[config.mk]
export PLATFORM = sky130hd
export DESIGN_NAME = scancode_to_char_fifo
export DESIGN_NICKNAME = d
export VERILOG_FILES = /design/src/rtl/scf_pkg.sv /design/src/rtl/scf_front.sv /design/src/rtl/scf_cmdq.sv /design/src/rtl/scf_back.sv /design/src/rtl/scancode_to_char_fifo.sv
export SDC_FILE = /design/constraint.sdc
export NUM_CORES = 2
export LEC_CHECK = 0
export BUFFER_PORTS_ARGS = -buffer_cell sky130_fd_sc_hd__buf_2
export CAP_MARGIN = 30
export CORE_MARGIN = 2
export CORE_UTILIZATION = 30
export DETAILED_ROUTE_END_ITERATION = 8
export SYNTH_ARGS = -nofsm -noshare
export SYNTH_HDL_FRONTEND = slang
export SYNTH_SLANG_ARGS = --single-unit
[constraint.sdc]
create_clock -name clk -period 9.2 [get_ports clk]
set_clock_uncertainty 0.1 [all_clocks]
set_input_delay 0 -clock clk [delete_from_list [all_inputs] [get_ports clk]]
set_output_delay 0 -clock clk [all_outputs]
set_load 0.02 [all_outputs]
[src/rtl/scf_pkg.sv]
// scf_pkg: shared types, scancode constants and the fixed key maps
// used by the front decoder, the command queue and the ring back end
// no dependencies
package scf_pkg;

  localparam int RING_DEPTH_DEF = 256;
  localparam int MAP_ENTRIES    = 89;
  localparam int MAP_AW         = $clog2(MAP_ENTRIES);
  localparam int CMDQ_DEPTH     = 2;
  localparam int OUT_DEPTH      = 4;
  localparam int FILL_W         = 8;

  localparam logic [7:0] SC_LSHIFT  = 8'h2a;
  localparam logic [7:0] SC_RSHIFT  = 8'h36;
  localparam logic [7:0] SC_CAPS    = 8'h3a;
  localparam logic [7:0] SC_PGUP    = 8'h49;
  localparam logic [7:0] SC_PGDN    = 8'h51;
  localparam logic [7:0] SC_PREFIX  = 8'he0;
  localparam logic [7:0] SC_RELEASE = 8'h80;

  localparam logic [7:0] CHAR_LOWER_A = 8'd97;
  localparam logic [7:0] CHAR_LOWER_Z = 8'd122;
  localparam logic [7:0] CASE_OFFSET  = 8'd32;

  localparam logic [1:0] SCROLL_NONE = 2'd0;
  localparam logic [1:0] SCROLL_UP   = 2'd1;
  localparam logic [1:0] SCROLL_DOWN = 2'd2;

  // zero marks an unmapped key, no mapped key yields code zero
  localparam logic [7:0] NORMAL_MAP [MAP_ENTRIES] = '{
    8'd0,   8'd27,  8'd49,  8'd50,  8'd51,  8'd52,  8'd53,  8'd54,  8'd55,  8'd56,
    8'd57,  8'd48,  8'd39,  8'd141, 8'd8,   8'd9,   8'd113, 8'd119, 8'd101, 8'd114,
    8'd116, 8'd121, 8'd117, 8'd105, 8'd111, 8'd112, 8'd138, 8'd43,  8'd13,  8'd0,
    8'd97,  8'd115, 8'd100, 8'd102, 8'd103, 8'd104, 8'd106, 8'd107, 8'd108, 8'd149,
    8'd133, 8'd92,  8'd0,   8'd151, 8'd122, 8'd120, 8'd99,  8'd118, 8'd98,  8'd110,
    8'd109, 8'd44,  8'd46,  8'd45,  8'd0,   8'd42,  8'd0,   8'd32,  8'd0,   8'd0,
    8'd0,   8'd0,   8'd0,   8'd0,   8'd0,   8'd0,   8'd0,   8'd0,   8'd0,   8'd0,
    8'd0,   8'd55,  8'd56,  8'd57,  8'd45,  8'd52,  8'd53,  8'd54,  8'd43,  8'd49,
    8'd50,  8'd51,  8'd48,  8'd46,  8'd0,   8'd0,   8'd60,  8'd0,   8'd0
  };

  localparam logic [7:0] SHIFTED_MAP [MAP_ENTRIES] = '{
    8'd0,   8'd0,   8'd33,  8'd34,  8'd156, 8'd36,  8'd37,  8'd38,  8'd47,  8'd40,
    8'd41,  8'd61,  8'd63,  8'd94,  8'd0,   8'd0,   8'd81,  8'd87,  8'd69,  8'd82,
    8'd84,  8'd89,  8'd85,  8'd73,  8'd79,  8'd80,  8'd130, 8'd42,  8'd0,   8'd0,
    8'd65,  8'd83,  8'd68,  8'd70,  8'd71,  8'd72,  8'd74,  8'd75,  8'd76,  8'd128,
    8'd167, 8'd124, 8'd0,   8'd0,   8'd90,  8'd88,  8'd67,  8'd86,  8'd66,  8'd78,
    8'd77,  8'd59,  8'd58,  8'd95,  8'd0,   8'd0,   8'd0,   8'd32,  8'd0,   8'd0,
    8'd0,   8'd0,   8'd0,   8'd0,   8'd0,   8'd0,   8'd0,   8'd0,   8'd0,   8'd0,
    8'd0,   8'd0,   8'd0,   8'd0,   8'd0,   8'd0,   8'd0,   8'd0,   8'd0,   8'd0,
    8'd0,   8'd0,   8'd0,   8'd0,   8'd0,   8'd0,   8'd62,  8'd0,   8'd0
  };

  // command handed from the front decoder to the ring back end
  typedef struct packed {
    logic       is_read;
    logic       is_push;
    logic [7:0] ch;
    logic       caps;
    logic       leds;
    logic [1:0] scroll;
    logic       unknown;
  } scf_cmd_t;

  // one result as seen on the output queue
  typedef struct packed {
    logic              char_valid;
    logic [7:0]        char_code;
    logic              caps_on;
    logic              leds_changed;
    logic [1:0]        scroll;
    logic              unknown_code;
    logic [FILL_W-1:0] fill_level;
  } scf_res_t;

  function automatic logic [7:0] map_lookup(input logic shifted, input logic [7:0] sc);
    logic [MAP_AW-1:0] idx;
    logic [7:0]        res;
    idx = sc[MAP_AW-1:0];
    res = 8'd0;
    if (sc < 8'(MAP_ENTRIES)) begin
      res = shifted ? SHIFTED_MAP[idx] : NORMAL_MAP[idx];
    end
    return res;
  endfunction

endpackage

[src/rtl/scf_front.sv]
// scf_front: accepts items, tracks shift and caps lock, looks keys up
// and hands one command per item to the command queue
// depends on scf_pkg
module scf_front (
  input  logic              clk,
  input  logic              rst_n,
  input  logic              in_kind,
  input  logic [7:0]        in_scancode,
  input  logic              accept,
  output scf_pkg::scf_cmd_t cmd
);

  logic       shift_r, shift_nxt;
  logic       caps_r, caps_nxt;
  logic [7:0] entry;
  logic [7:0] ch;

  always_comb begin
    cmd       = '0;
    shift_nxt = shift_r;
    caps_nxt  = caps_r;
    entry     = scf_pkg::map_lookup(shift_r, in_scancode);
    ch        = entry;
    if (in_kind) begin
      cmd.is_read = 1'b1;
    end else if (in_scancode == scf_pkg::SC_LSHIFT || in_scancode == scf_pkg::SC_RSHIFT) begin
      shift_nxt = 1'b1;
    end else if (in_scancode == scf_pkg::SC_CAPS) begin
      caps_nxt = ~caps_r;
      cmd.leds = 1'b1;
    end else if (in_scancode == scf_pkg::SC_PGUP) begin
      cmd.scroll = scf_pkg::SCROLL_UP;
    end else if (in_scancode == scf_pkg::SC_PGDN) begin
      cmd.scroll = scf_pkg::SCROLL_DOWN;
    end else if ((in_scancode & scf_pkg::SC_RELEASE) == 8'd0) begin
      if (entry != 8'd0) begin
        if (caps_r && entry >= scf_pkg::CHAR_LOWER_A && entry <= scf_pkg::CHAR_LOWER_Z) begin
          ch = entry - scf_pkg::CASE_OFFSET;
        end
        cmd.is_push = 1'b1;
        cmd.ch      = ch;
      end else begin
        cmd.unknown = 1'b1;
      end
    end else if (in_scancode != scf_pkg::SC_PREFIX) begin
      if (in_scancode == (scf_pkg::SC_LSHIFT | scf_pkg::SC_RELEASE) ||
          in_scancode == (scf_pkg::SC_RSHIFT | scf_pkg::SC_RELEASE)) begin
        shift_nxt = 1'b0;
      end
    end
    cmd.caps = caps_nxt;
  end

  always_ff @(posedge clk) begin
    if (!rst_n) begin
      shift_r <= 1'b0;
      caps_r  <= 1'b0;
    end else if (accept) begin
      shift_r <= shift_nxt;
      caps_r  <= caps_nxt;
    end
  end

endmodule

[src/rtl/scf_cmdq.sv]
// scf_cmdq: short command queue between the front decoder and the back end
// depends on scf_pkg
module scf_cmdq (
  input  logic              clk,
  input  logic              rst_n,
  input  logic              wr_en,
  input  scf_pkg::scf_cmd_t wr_cmd,
  output logic              full,
  input  logic              rd_en,
  output scf_pkg::scf_cmd_t rd_cmd,
  output logic              rd_valid
);

  localparam int AW = $clog2(scf_pkg::CMDQ_DEPTH);
  localparam int CW = AW + 1;

  scf_pkg::scf_cmd_t slot_r [scf_pkg::CMDQ_DEPTH];
  logic [AW-1:0]     wptr_r, wptr_nxt;
  logic [AW-1:0]     rptr_r, rptr_nxt;
  logic [CW-1:0]     cnt_r, cnt_nxt;

  assign full     = (cnt_r == CW'(scf_pkg::CMDQ_DEPTH));
  assign rd_valid = (cnt_r != '0);
  assign rd_cmd   = slot_r[rptr_r];

  always_comb begin
    wptr_nxt = wptr_r;
    rptr_nxt = rptr_r;
    cnt_nxt  = cnt_r;
    if (wr_en) begin
      wptr_nxt = (wptr_r == AW'(scf_pkg::CMDQ_DEPTH - 1)) ? '0 : wptr_r + 1'b1;
    end
    if (rd_en) begin
      rptr_nxt = (rptr_r == AW'(scf_pkg::CMDQ_DEPTH - 1)) ? '0 : rptr_r + 1'b1;
    end
    if (wr_en && !rd_en) begin
      cnt_nxt = cnt_r + 1'b1;
    end else if (!wr_en && rd_en) begin
      cnt_nxt = cnt_r - 1'b1;
    end
  end

  always_ff @(posedge clk) begin
    if (!rst_n) begin
      wptr_r <= '0;
      rptr_r <= '0;
      cnt_r  <= '0;
    end else begin
      wptr_r <= wptr_nxt;
      rptr_r <= rptr_nxt;
      cnt_r  <= cnt_nxt;
    end
  end

  always_ff @(posedge clk) begin
    if (wr_en) begin
      slot_r[wptr_r] <= wr_cmd;
    end
  end

endmodule

[src/rtl/scf_back.sv]
// scf_back: character ring memory, one result stage and the output queue
// depends on scf_pkg
module scf_back #(
  parameter int RING_DEPTH = scf_pkg::RING_DEPTH_DEF
) (
  input  logic              clk,
  input  logic              rst_n,
  input  scf_pkg::scf_cmd_t cmd,
  input  logic              cmd_valid,
  output logic              cmd_take,
  input  logic              pop,
  output logic              empty,
  output scf_pkg::scf_res_t res
);

  localparam int RING_AW = $clog2(RING_DEPTH);
  localparam int OUT_AW  = $clog2(scf_pkg::OUT_DEPTH);
  localparam int OUT_CW  = OUT_AW + 1;

  // ring state
  logic [7:0]         ring_mem [RING_DEPTH];
  logic [7:0]         ring_rdata_r;
  logic [RING_AW-1:0] rd_idx_r, rd_idx_nxt;
  logic [RING_AW-1:0] wr_idx_r, wr_idx_nxt;
  logic [RING_AW-1:0] cnt_r, cnt_nxt;
  logic               do_read, do_write;
  logic [31:0]        cnt_wide;

  // result stage, char code follows from the registered memory data
  logic                      s2_valid_r;
  logic                      s2_cv_r;
  logic                      s2_caps_r;
  logic                      s2_leds_r;
  logic [1:0]                s2_scroll_r;
  logic                      s2_unknown_r;
  logic [scf_pkg::FILL_W-1:0] s2_fill_r, fill_nxt;
  scf_pkg::scf_res_t         s2_res;

  // output queue
  scf_pkg::scf_res_t  oq_r [scf_pkg::OUT_DEPTH];
  logic [OUT_AW-1:0]  oq_wptr_r;
  logic [OUT_AW-1:0]  oq_rptr_r;
  logic [OUT_CW-1:0]  oq_cnt_r;
  logic               oq_pop;
  logic [OUT_CW-1:0]  in_flight;

  function automatic logic [RING_AW-1:0] ring_next(input logic [RING_AW-1:0] i);
    return (i == RING_AW'(RING_DEPTH - 1)) ? '0 : i + 1'b1;
  endfunction

  // issue only with room reserved for this command and the one in the result stage
  assign in_flight = oq_cnt_r + OUT_CW'(s2_valid_r);
  assign cmd_take  = cmd_valid && (in_flight < OUT_CW'(scf_pkg::OUT_DEPTH));
  assign do_read   = cmd_take && cmd.is_read && (cnt_r != '0);
  assign do_write  = cmd_take && cmd.is_push;

  always_comb begin
    rd_idx_nxt = rd_idx_r;
    wr_idx_nxt = wr_idx_r;
    cnt_nxt    = cnt_r;
    if (do_read) begin
      rd_idx_nxt = ring_next(rd_idx_r);
      cnt_nxt    = cnt_r - 1'b1;
    end else if (do_write) begin
      wr_idx_nxt = ring_next(wr_idx_r);
      // full ring drops the oldest character
      if (cnt_r == RING_AW'(RING_DEPTH - 1)) begin
        rd_idx_nxt = ring_next(rd_idx_r);
      end else begin
        cnt_nxt = cnt_r + 1'b1;
      end
    end
    cnt_wide = 32'(cnt_nxt);
    fill_nxt = (cnt_wide > 32'd255) ? 8'hff : cnt_wide[7:0];
  end

  always_ff @(posedge clk) begin
    if (!rst_n) begin
      rd_idx_r   <= '0;
      wr_idx_r   <= '0;
      cnt_r      <= '0;
      s2_valid_r <= 1'b0;
    end else begin
      rd_idx_r   <= rd_idx_nxt;
      wr_idx_r   <= wr_idx_nxt;
      cnt_r      <= cnt_nxt;
      s2_valid_r <= cmd_take;
    end
  end

  always_ff @(posedge clk) begin
    if (do_write) begin
      ring_mem[wr_idx_r] <= cmd.ch;
    end
    if (do_read) begin
      ring_rdata_r <= ring_mem[rd_idx_r];
    end
  end

  always_ff @(posedge clk) begin
    if (cmd_take) begin
      s2_cv_r      <= do_read;
      s2_caps_r    <= cmd.caps;
      s2_leds_r    <= cmd.leds;
      s2_scroll_r  <= cmd.scroll;
      s2_unknown_r <= cmd.unknown;
      s2_fill_r    <= fill_nxt;
    end
  end

  always_comb begin
    s2_res.char_valid   = s2_cv_r;
    s2_res.char_code    = s2_cv_r ? ring_rdata_r : 8'd0;
    s2_res.caps_on      = s2_caps_r;
    s2_res.leds_changed = s2_leds_r;
    s2_res.scroll       = s2_scroll_r;
    s2_res.unknown_code = s2_unknown_r;
    s2_res.fill_level   = s2_fill_r;
  end

  assign empty  = (oq_cnt_r == '0);
  assign oq_pop = pop && !empty;
  assign res    = oq_r[oq_rptr_r];

  always_ff @(posedge clk) begin
    if (!rst_n) begin
      oq_wptr_r <= '0;
      oq_rptr_r <= '0;
      oq_cnt_r  <= '0;
    end else begin
      if (s2_valid_r) begin
        oq_wptr_r <= oq_wptr_r + 1'b1;
      end
      if (oq_pop) begin
        oq_rptr_r <= oq_rptr_r + 1'b1;
      end
      if (s2_valid_r && !oq_pop) begin
        oq_cnt_r <= oq_cnt_r + 1'b1;
      end else if (!s2_valid_r && oq_pop) begin
        oq_cnt_r <= oq_cnt_r - 1'b1;
      end
    end
  end

  always_ff @(posedge clk) begin
    if (s2_valid_r) begin
      oq_r[oq_wptr_r] <= s2_res;
    end
  end

endmodule

[src/rtl/scancode_to_char_fifo.sv]
// scancode_to_char_fifo: set-1 scancode decoder with a character ring buffer
// depends on scf_pkg, scf_front, scf_cmdq, scf_back
//
//   channel  handshake      payload
//   input    push / full    in_kind, in_scancode
//   result   pop / empty    out_char_valid, out_char_code, out_caps_on,
//                           out_leds_changed, out_scroll, out_unknown_code,
//                           out_fill_level
//
// one item per cycle while results are popped, every item gives exactly one result
// a result passes the command queue and the registered ring memory access in the
// result stage, then it waits in the output queue
// the ring has one write and one registered read port; up to one command a cycle
// synchronous active-low reset clears the indices, the modes and both queues
// a stalled output fills the output queue, then the command queue, then full rises
module scancode_to_char_fifo #(
  parameter int RING_DEPTH = scf_pkg::RING_DEPTH_DEF
) (
  input  logic                       clk,
  input  logic                       rst_n,
  input  logic                       push,
  output logic                       full,
  input  logic                       in_kind,
  input  logic [7:0]                 in_scancode,
  output logic                       empty,
  input  logic                       pop,
  output logic                       out_char_valid,
  output logic [7:0]                 out_char_code,
  output logic                       out_caps_on,
  output logic                       out_leds_changed,
  output logic [1:0]                 out_scroll,
  output logic                       out_unknown_code,
  output logic [scf_pkg::FILL_W-1:0] out_fill_level
);

  logic              accept;
  scf_pkg::scf_cmd_t front_cmd;
  scf_pkg::scf_cmd_t q_cmd;
  logic              q_valid;
  logic              q_take;
  scf_pkg::scf_res_t res;

  assign accept = push && !full;

  scf_front u_front (
    .clk         (clk),
    .rst_n       (rst_n),
    .in_kind     (in_kind),
    .in_scancode (in_scancode),
    .accept      (accept),
    .cmd         (front_cmd)
  );

  scf_cmdq u_cmdq (
    .clk      (clk),
    .rst_n    (rst_n),
    .wr_en    (accept),
    .wr_cmd   (front_cmd),
    .full     (full),
    .rd_en    (q_take),
    .rd_cmd   (q_cmd),
    .rd_valid (q_valid)
  );

  scf_back #(
    .RING_DEPTH (RING_DEPTH)
  ) u_back (
    .clk       (clk),
    .rst_n     (rst_n),
    .cmd       (q_cmd),
    .cmd_valid (q_valid),
    .cmd_take  (q_take),
    .pop       (pop),
    .empty     (empty),
    .res       (res)
  );

  assign out_char_valid   = res.char_valid;
  assign out_char_code    = res.char_code;
  assign out_caps_on      = res.caps_on;
  assign out_leds_changed = res.leds_changed;
  assign out_scroll       = res.scroll;
  assign out_unknown_code = res.unknown_code;
  assign out_fill_level   = res.fill_level;

  // queues come out of reset empty and ready
  a_reset_empty: assert property (@(posedge clk) !rst_n |=> empty && !full)
    else $error("queues not cleared by reset");

  // no character code without a popped character
  a_code_zero: assert property (@(posedge clk) disable iff (!rst_n)
    (!empty && !out_char_valid) |-> out_char_code == 8'd0)
    else $error("char code set without a popped character");

  // a caps lock step carries no other event
  a_leds_alone: assert property (@(posedge clk) disable iff (!rst_n)
    (!empty && out_leds_changed) |->
      (out_scroll == scf_pkg::SCROLL_NONE && !out_unknown_code && !out_char_valid))
    else $error("caps lock result carries another event");

  // the command queue is only drained when it holds something
  a_take_valid: assert property (@(posedge clk) disable iff (!rst_n) q_take |-> q_valid)
    else $error("command taken from an empty queue");

endmodule

==> out/results.ini <==
[cells_and_area]
final_cells=8172
drive_gt1_frac=0.271
area_growth_pct=14.0
n_fill_cell=26900
num-nets-final=4122
post-route-cell-area_mm2=0.100

[synth]
ys_seq_elements=2229
yosys.area.top_type_share=0.749
synth_cells=3982
syn_area_per_cell_um2=22.0
synthTopCellsByCount=2188 x edfxtp_1, 693 x mux4_2, 312 x nor2_1
synth_edf_count=2188
yosys_warnings=0
async_flop_share=0
syn_area_mm2=0.0877
synth_cell_types=66
ys.flop_type=edfxtp_1
yosysMostFrequentCell=edfxtp_1
synth_top_area_cell=edfxtp_1
synthTopCellsByArea=edfxtp_1 75%, mux4_2 18%, nor2_1 1.3%, dfxtp_1 0.94%, clkbuf_1 0.56%
yosysSeqAreaShare=0.758
syn_nets=4022

[worst_setup_path]
worstPathRequired_ns=9.68
cp_max_fo=59
criticalPathCategory=flop to flop
worstPathCellList=buf_4 -> buf_4 -> mux4_2 -> mux4_2 -> mux4_2 -> a22oi_1 -> nand2_1
r2r_cells=7
cp_common_cell=mux4_2
regToRegEndpoint=u_back.ring_rdata_r[4]
critPathSlowestCell=dfxtp_4
cp-start-kind=flop
r2r-start=u_back.rd_idx_r[1]
r2r_setup_slack_ns=4.36
arrival_ns=5.32
crit_path_end_kind=flop
cpPeakStageDelay_ns=0.98

[hold_path]
hold_path.class=input port to flop
worstHoldStart=in_scancode[4]
holdPathEnd=u_cmdq.slot_r[1][2]
hold_depth=3

[global_routing]
grt_overflow=0
grt_pass1_vias=41500
grt_start_max_net_pins=164
grt_pass1_wl_um=309000
antenna_found_initial=12
grtUsageTotal=0.143

[power_and_ir_drop]
ir_drop_mv=0.241
p_total_mw=24.2
pwr_density_cell_mw_per_mm2=242
internal_power_mw=18.2
share_seq_of_total_power=0.512
p_clk_frac=0.368
leakage_nw=29.3
switching_share=0.248
p_switching_mw=6.00
comb_power_share=0.120

[timing]
fin_setup_tns_ns=0
post-route-period-util=0.527
maxSlewViolCount=0
hold_violations=0
worst_slew_pin_slew_ns=1.07
slew_headroom=0.284
worst_hold_slack_ns=0.0951
rsz0062_at_grt=no
min_period_ns=4.84
max_freq_ghz=0.206
setup-violations-final=0

[die]
io_pins=37
die_w_um=545
fp.dieArea_mm2=0.297
initial_core_util=0.302
num_rows=198
die_h_um=545
coreArea_mm2=0.291

[placement]
portBuffers=36
placed_area_mm2=0.0927
gp_congestion=0.849
hpwl_um=126000
dp.cells=7751

[clock_network]
htree_levels=4
cts_resized=0
hold_buffers=13
cts_root_buf=clkbuf_16
cts_max_path_buffers=3
clk_pin_slew_worst_paths_ns=0.06
cts_buffers=215
clock_latency_ns=0.85
post-cts-setup-buffers=0
tritoncts=built
cts_sinks=2229

[drt]
drt-wirelength-per-cell_um=26.2
drt-initial-drc-count=5279
vias=41500
wirelength_um=214000
dr.pass1.iters=9
drtAntennaViolNets=0
drc=0
avgViaCountPerCell=5.08

[status]
status=finished clean

[flow_run]
drv_cap=0

==> per-stage QoR <==
stage,util,setup WS (ns)
global placement,0.319,4.30
finish,0.344,4.36
floorplan,-,5.76
CTS,0.344,4.39
global route,0.344,4.20
detailed placement,0.319,4.39
==> how the worst max path moves through the flow <==
| stage | startpoint | end | cells after the start |
|---|---|---|---|
| 2_1_floorplan | flop | u_back.ring_mem[0][0] | 3 |
| 3_3_place_gp | u_back.rd_idx_r[1] | u_back.ring_rdata_r[3] | 7 |
| 3_5_place_dp | u_back.rd_idx_r[1] | u_back.ring_rdata_r[3] | 7 |
| 4_1_cts | u_back.rd_idx_r[1] | u_back.ring_rdata_r[3] | 7 |
| 5_1_grt | u_back.rd_idx_r[0] | u_back.ring_rdata_r[2] | 8 |
| 6_report | u_back.rd_idx_r[1] | u_back.ring_rdata_r[4] | 7 |
==> power by group through the flow <==
stage | combinational (mW) | clock [mW] | sequential (mW)
after detailed placement | 2.95 | 0 | 12.6
after global placement | 2.90 | 0 | 12.6
after global routing | 3.10 | 9.43 | 12.4
after floorplan | 1.67 | 0 | 12.6
final | 2.89 | 8.90 | 12.4
after CTS | 2.94 | 9.05 | 12.4
==> cell usage in the layout, fill, tap and decap left out, types with 21 or more instances in the layout <==
cell | Yosys | layout
buf_2 | 56 | 36
ha_1 | 26 | 26
and2_1 | 40 | 40
inv_1 | 22 | 21
clkbuf_1 | 131 | 45
nor2_1 | 312 | 311
nand3_1 | 43 | 27
a21oi_1 | 26 | 26
clkbuf_16 | 0 | 218
dfxtp_1 | 41 | 36
o21ai_0 | 28 | 28
bufinv_16 | 0 | 24
clkinv_1 | 1 | 53
nand2_1 | 58 | 58
edfxtp_1 | 2188 | 2188
buf_4 | 10 | 59
mux4_2 | 693 | 693
clkinv_2 | 0 | 41
==> registers in the layout, summed over array words and instances, names as in the netlist, named ones only <==
signal,count
u_cmdq.cnt_r,2
u_back.ring_rdata_r,8
u_cmdq.slot_r,30
u_back.s2_fill_r,8
u_back.oq_rptr_r,2
u_cmdq.rptr_r,1
u_back.ring_mem,2048
u_front.caps_r,1
u_back.cnt_r,8
u_back.s2_leds_r,1
u_back.s2_valid_r,1
u_back.oq_wptr_r,2
u_back.s2_scroll_r,2
u_back.s2_caps_r,1
u_cmdq.wptr_r,1
u_back.wr_idx_r,8
u_back.s2_cv_r,1
u_back.oq_r,88
u_back.oq_cnt_r,3
u_back.rd_idx_r,8
u_back.s2_unknown_r,1
u_front.shift_r,1
==> metal layers <==
metal	track usage	wire [um]
met4	0.0326	4170
met5	0	25
met1	0.202	90500
met2	0.227	103000
met3	0.0284	16500
==> layout make-up <==
cell class / count / area [um^2] / share of cell area
Clock inverter: 136 / 1450 / 0.0145
Tap cell: 3900 / 4880 / 0.0488
Clock buffer: 268 / 5690 / 0.0569
Inverter: 24 / 90.1 / 0.000901
Sequential cell: 2229 / 66500 / 0.665
Antenna cell: 3 / 7.51 / 0.0000751
Timing Repair Buffer: 120 / 1010 / 0.0101
Multi-Input combinational cell: 1492 / 20300 / 0.203
==> kinds of logic after synthesis <==
kind of cell,after synthesis,share of synthesized area
buf+inv,261,0.0124
fa+ha+maj,27,0.00394
mux,725,0.182
xor+xnor,29,0.00290
compound gates,158,0.0123
flops,2229,0.758
simple gates,553,0.0284
==> worst max-delay path: cells and delay by family, from the launching register on <==
family                 cells  cell delay (ns)
multiplexers               3             1.54
buffers and inverters      2             1.41
flip-flops                 1             0.98
AO/OA/AOI/OAI              1             0.32
AND/OR/NAND/NOR            1             0.10
Note: power is estimated with default switching activity, not from simulation.
